**src/hdl/sacrr_pkg.sv**
```systemverilog
package sacrr_pkg;

    localparam int NUM_WAYS   = 8;     // power of two
    localparam int NUM_SETS   = 64;    // power of two
    localparam int ADDR_BITS  = 16;    // at most the address field width

    localparam int ADDR_W     = 16;
    localparam int WORD_W     = 32;
    localparam int SEED_W     = 16;
    localparam int STATUS_W   = 3;
    localparam int USED_W     = 3;
    localparam int LINE_SHIFT = 4;

    localparam int WAY_W  = (NUM_WAYS > 1) ? $clog2(NUM_WAYS) : 1;
    localparam int SET_W  = $clog2(NUM_SETS);
    localparam int TAG_W  = ADDR_BITS - LINE_SHIFT - SET_W;
    localparam int LINE_W = 4 * WORD_W;

    localparam logic [SEED_W-1:0] LFSR_TAPS = 16'hB400;
    localparam logic [SEED_W-1:0] SEED_MIN  = 16'h0001;

    typedef enum logic [0:0] {
        CMD_LOOKUP = 1'b0,
        CMD_FILL   = 1'b1
    } t_cmd;

    typedef enum logic [STATUS_W-1:0] {
        RS_HIT     = 3'd0,
        RS_PENDING = 3'd1,
        RS_MISS    = 3'd2,
        RS_FILLED  = 3'd3,
        RS_NOMATCH = 3'd4
    } t_rsp_status;

    typedef enum logic [1:0] {
        WS_INVALID = 2'd0,
        WS_VALID   = 2'd1,
        WS_PENDING = 2'd2
    } t_way_state;

    typedef struct packed {
        t_cmd              cmd;
        logic [ADDR_W-1:0] address;
        logic [WORD_W-1:0] fill_word0;
        logic [WORD_W-1:0] fill_word1;
        logic [WORD_W-1:0] fill_word2;
        logic [WORD_W-1:0] fill_word3;
    } t_req;

    typedef struct packed {
        t_rsp_status       status;
        logic [USED_W-1:0] way_used;
        logic [WORD_W-1:0] line_word0;
        logic [WORD_W-1:0] line_word1;
        logic [WORD_W-1:0] line_word2;
        logic [WORD_W-1:0] line_word3;
    } t_rsp;

    typedef struct packed {
        t_way_state       st;
        logic [TAG_W-1:0] tag;
    } t_meta;

    typedef t_meta [NUM_WAYS-1:0] t_meta_row;

    // controller -> datapath
    typedef struct packed {
        logic accept;   // latch request, read tag row
        logic eval;     // compare, update, register result
        logic deliver;  // load hit line into result
    } t_ctl;

    // datapath -> controller
    typedef struct packed {
        logic need_data;  // lookup hit on a valid way, line read under way
    } t_dp_sts;

endpackage

```
**src/hdl/sacrr_ctrl.sv**
```systemverilog
module sacrr_ctrl
    import sacrr_pkg::*;
(
    input  logic    i_clk,
    input  logic    i_rst_n,
    input  logic    i_start,
    input  t_dp_sts i_sts,
    output t_ctl    o_ctl,
    output logic    o_busy,
    output logic    o_rsp_valid
);

    typedef enum logic [1:0] {
        S_IDLE,
        S_LOOKUP,
        S_DATA
    } t_state;

    t_state r_state, n_state;
    logic   r_rsp_valid, n_rsp_valid;

    always_comb begin
        n_state     = r_state;
        n_rsp_valid = 1'b0;
        unique case (r_state)
            S_IDLE: begin
                if (i_start) begin
                    n_state = S_LOOKUP;
                end
            end
            S_LOOKUP: begin
                if (i_sts.need_data) begin
                    n_state = S_DATA;
                end else begin
                    n_state     = S_IDLE;
                    n_rsp_valid = 1'b1;
                end
            end
            S_DATA: begin
                n_state     = S_IDLE;
                n_rsp_valid = 1'b1;
            end
            default: begin
                n_state = S_IDLE;
            end
        endcase
    end

    always_ff @(posedge i_clk) begin
        if (!i_rst_n) begin
            r_state     <= S_IDLE;
            r_rsp_valid <= 1'b0;
        end else begin
            r_state     <= n_state;
            r_rsp_valid <= n_rsp_valid;
        end
    end

    assign o_ctl.accept  = i_start && (r_state == S_IDLE);
    assign o_ctl.eval    = (r_state == S_LOOKUP);
    assign o_ctl.deliver = (r_state == S_DATA);
    assign o_busy        = (r_state != S_IDLE);
    assign o_rsp_valid   = r_rsp_valid;

endmodule

```
**config.mk**
```make
export PLATFORM = sky130hd
export DESIGN_NAME = sacrr_ctrl
export DESIGN_NICKNAME = d
export VERILOG_FILES = /design/src/hdl/sacrr_pkg.sv /design/src/hdl/sacrr_ctrl.sv
export SDC_FILE = /design/constraint.sdc
export NUM_CORES = 1
export LEC_CHECK = 0
export ABC_AREA = 1
export BUFFER_PORTS_ARGS = -buffer_cell sky130_fd_sc_hd__buf_2
export CORE_AREA = 8 8 45 47
export CTS_BUF_LIST = sky130_fd_sc_hd__clkbuf_8
export DETAILED_ROUTE_END_ITERATION = 16
export DIE_AREA = 0 0 53 55
export GPL_TIMING_DRIVEN = 0
export PLACE_DENSITY = 0.37
export SYNTH_ARGS = -nofsm -noshare
export SYNTH_HDL_FRONTEND = slang
export SYNTH_SLANG_ARGS = --single-unit
```
**constraint.sdc**
```tcl
create_clock -name i_clk -period 1.1 [get_ports i_clk]
set_input_delay 0.11 -clock i_clk [delete_from_list [all_inputs] [get_ports i_clk]]
set_output_delay 0.11 -clock i_clk [all_outputs]
set_load 0.005 [all_outputs]
```
==> reports/qor.csv <==
metric,value,unit
status,"complete, no violations",
port buffer count,8,
synth unique cells,9,
Final ANT Viol Nets,0,
Clock Latency Late Sink,0.22,ns
unrepaired setup endpoints after global routing,true,
Yosys reg bits,3,
Synth-to-Final Area Change,77.11,%
CTS tree,built,
CP max FO,3,
Syn Inst Count,29,
most area-hungry cell type in the Yosys netlist,ha_1,
M2 GR Usage,6.641,%
Inserted Clock Buffers,3,
vias per cell,3.721,
min-delay worst type,input port to flip-flop,
Layout Nets,55,
crit end category,primary output,
CTS sink cnt,3,
Chip Height,55,um
Yosys top cell area share,30.12,%
post-synth design cell area,207.7,um2
Filler Cells Inserted,161,
worst hold margin,0.1290,ns
crit path kind,flip-flop to primary output,
hpwl dp,399.5,um
gr ovfl total,0,
via count,227,
initial antenna violation count,0,
MaxCap Viol Count,0,
clk slew on worst S/H paths,0.03,ns
final hold vios,0,
vias in the first global route,210,
design area,367.9,um2
Initial Util,15.01,%
Max Root-Sink Buffers,2,
chip width,53,um
critical path arrival,0.97,ns
Tot GR Track Use,4.148,%
syn nets,38,
Final setup viols,0,
Finished Layout Cells,61,
fin crit period,1.077,ns
Critical Path RT,0.99,ns
GR peak layer,met2,
"Power, Total",0.6575,mW
Max Slew Vio Count,0,
routing usage on met1,3.636,%
WL final,563,um
# DRC,0,
pin count of the biggest net entering global routing,6,
initial drt markers,6,
clock skew,0.003411,ns
sequential-to-total area share from yosys stat,28.92,%
fin crit share,97.89,%
Routability Congestion,0.6222,
VDD IR max,768.0,uV
GR met3 Demand/Resource,1.604,%
CORE AREA,1384,um2
startpoint types,flip-flop,
die area,2915,um2
post-DR wirelength/cell,9.230,um
H-tree depth,1,
Inst Count DP,53,
root buffer cell,clkbuf_8,
top post-synthesis cells by area,"ha_1 (30%), dfxtp_1 (29%), inv_1 (11%)",
"Core Util, Final",26.58,%
PwrDens,1787,nW/um2
"Hold-fix buffers, CTS",0,
Pre-antenna DRT Iters,4,
ant diodes,0,
first-pass GRT wire length,848,um
synthesized area per cell,7.162,um2
share of layout cells above drive strength 1,51.11,%
placed cell area,267.8,um2
Slew @ Worst Pin,0.1315,ns
Achievable Freq,0.9287,GHz
Yosys warnings,0,
leak pwr,0.2081,nW
FP Rows,14,
Slew HR,91.23,%
I/O pin cnt,9,
## timing repair
item                       4_1_cts  5_1_grt
buffers inserted                 2        2
pin swaps                        2        1
resized for setup                8        2
setup endpoints to repair        3        1
## Yosys cell counts
master,count
nand2_1,5
inv_1,6
dfxtp_1,3
nor2_2,1
a21oi_1,1
ha_1,5
nand3_1,2
nor2_1,5
inv_2,1
## final timing paths
path	startpoint	to	slack, ns	depth (start not counted)
worst max-delay path	r_state[0]	o_ctl[2]	0.02	5
worst min-delay path	i_rst_n	r_state[1]	0.13	3
worst max register to register	r_state[1]	r_state[1]	0.07	7
worst min register to register	r_state[1]	o_rsp_valid	0.66	3
## per-layer routing
layer	share of wire (%)	up-vias
met5	0	-
met4	3.6	0
met3	5.7	2
met2	54	6
met1	36	103
li1	-	116
## logic make-up after synthesis
group	synth area share, %
adders and majority gates	30.12
buffers and inverters	12.65
and+or+nand+nor	25.91
DFF	28.92
AOI/OAI and AO/OA	2.407
## critical path, cell delays in order (launching register included)
cell and delay (ns):
dfxtp_4 0.35, inv_4 0.05, ha_4 0.16, nand2_2 0.05, inv_1 0.03, buf_2 0.11
## through the flow
step | TNS [ns] | setup slack, ns
floorplan | 0 | 0.1187
global placement | 0 | 0.02067
detailed placement | 0 | 0.03138
CTS | 0 | 0.006054
global route | -0.02868 | -0.02833
finish | 0 | 0.02323
## placed cells by master (no fill, tap or decap), types with 2 or more instances in the layout
cell      Yosys  final
clkbuf_8      0      3
buf_2         0      8
nand2_1       5      4
buf_4         0      4
ha_1          5      4
nor2_1        5      5
nand3_1       2      2
inv_4         0      2
inv_1         6      5
## where the power goes
group	leakage, nW	total [mW]	switching, mW	internal (mW)
Clock	0.0269	0.319	0.0804	0.238
Sequential	0.0256	0.140	0.0135	0.127
Combinational	0.156	0.199	0.0966	0.102
## flip-flops by register name, indices dropped and copies added, names as in the netlist
register     flops
r_state          2
o_rsp_valid      1
## cell type report
class                           count  area [um2]  area share, %
Multi-Input combinational cell     19       136.4          37.07
Timing Repair Buffer               12       70.07          19.05
Sequential cell                     3       65.06          17.69
Clock buffer                        3       41.29          11.22
Inverter                            7       31.28          8.503
Tap cell                           16       20.02          5.442
Clock inverter                      1       3.754          1.020
No activity file was read; power rests on OpenSTA's default activity.
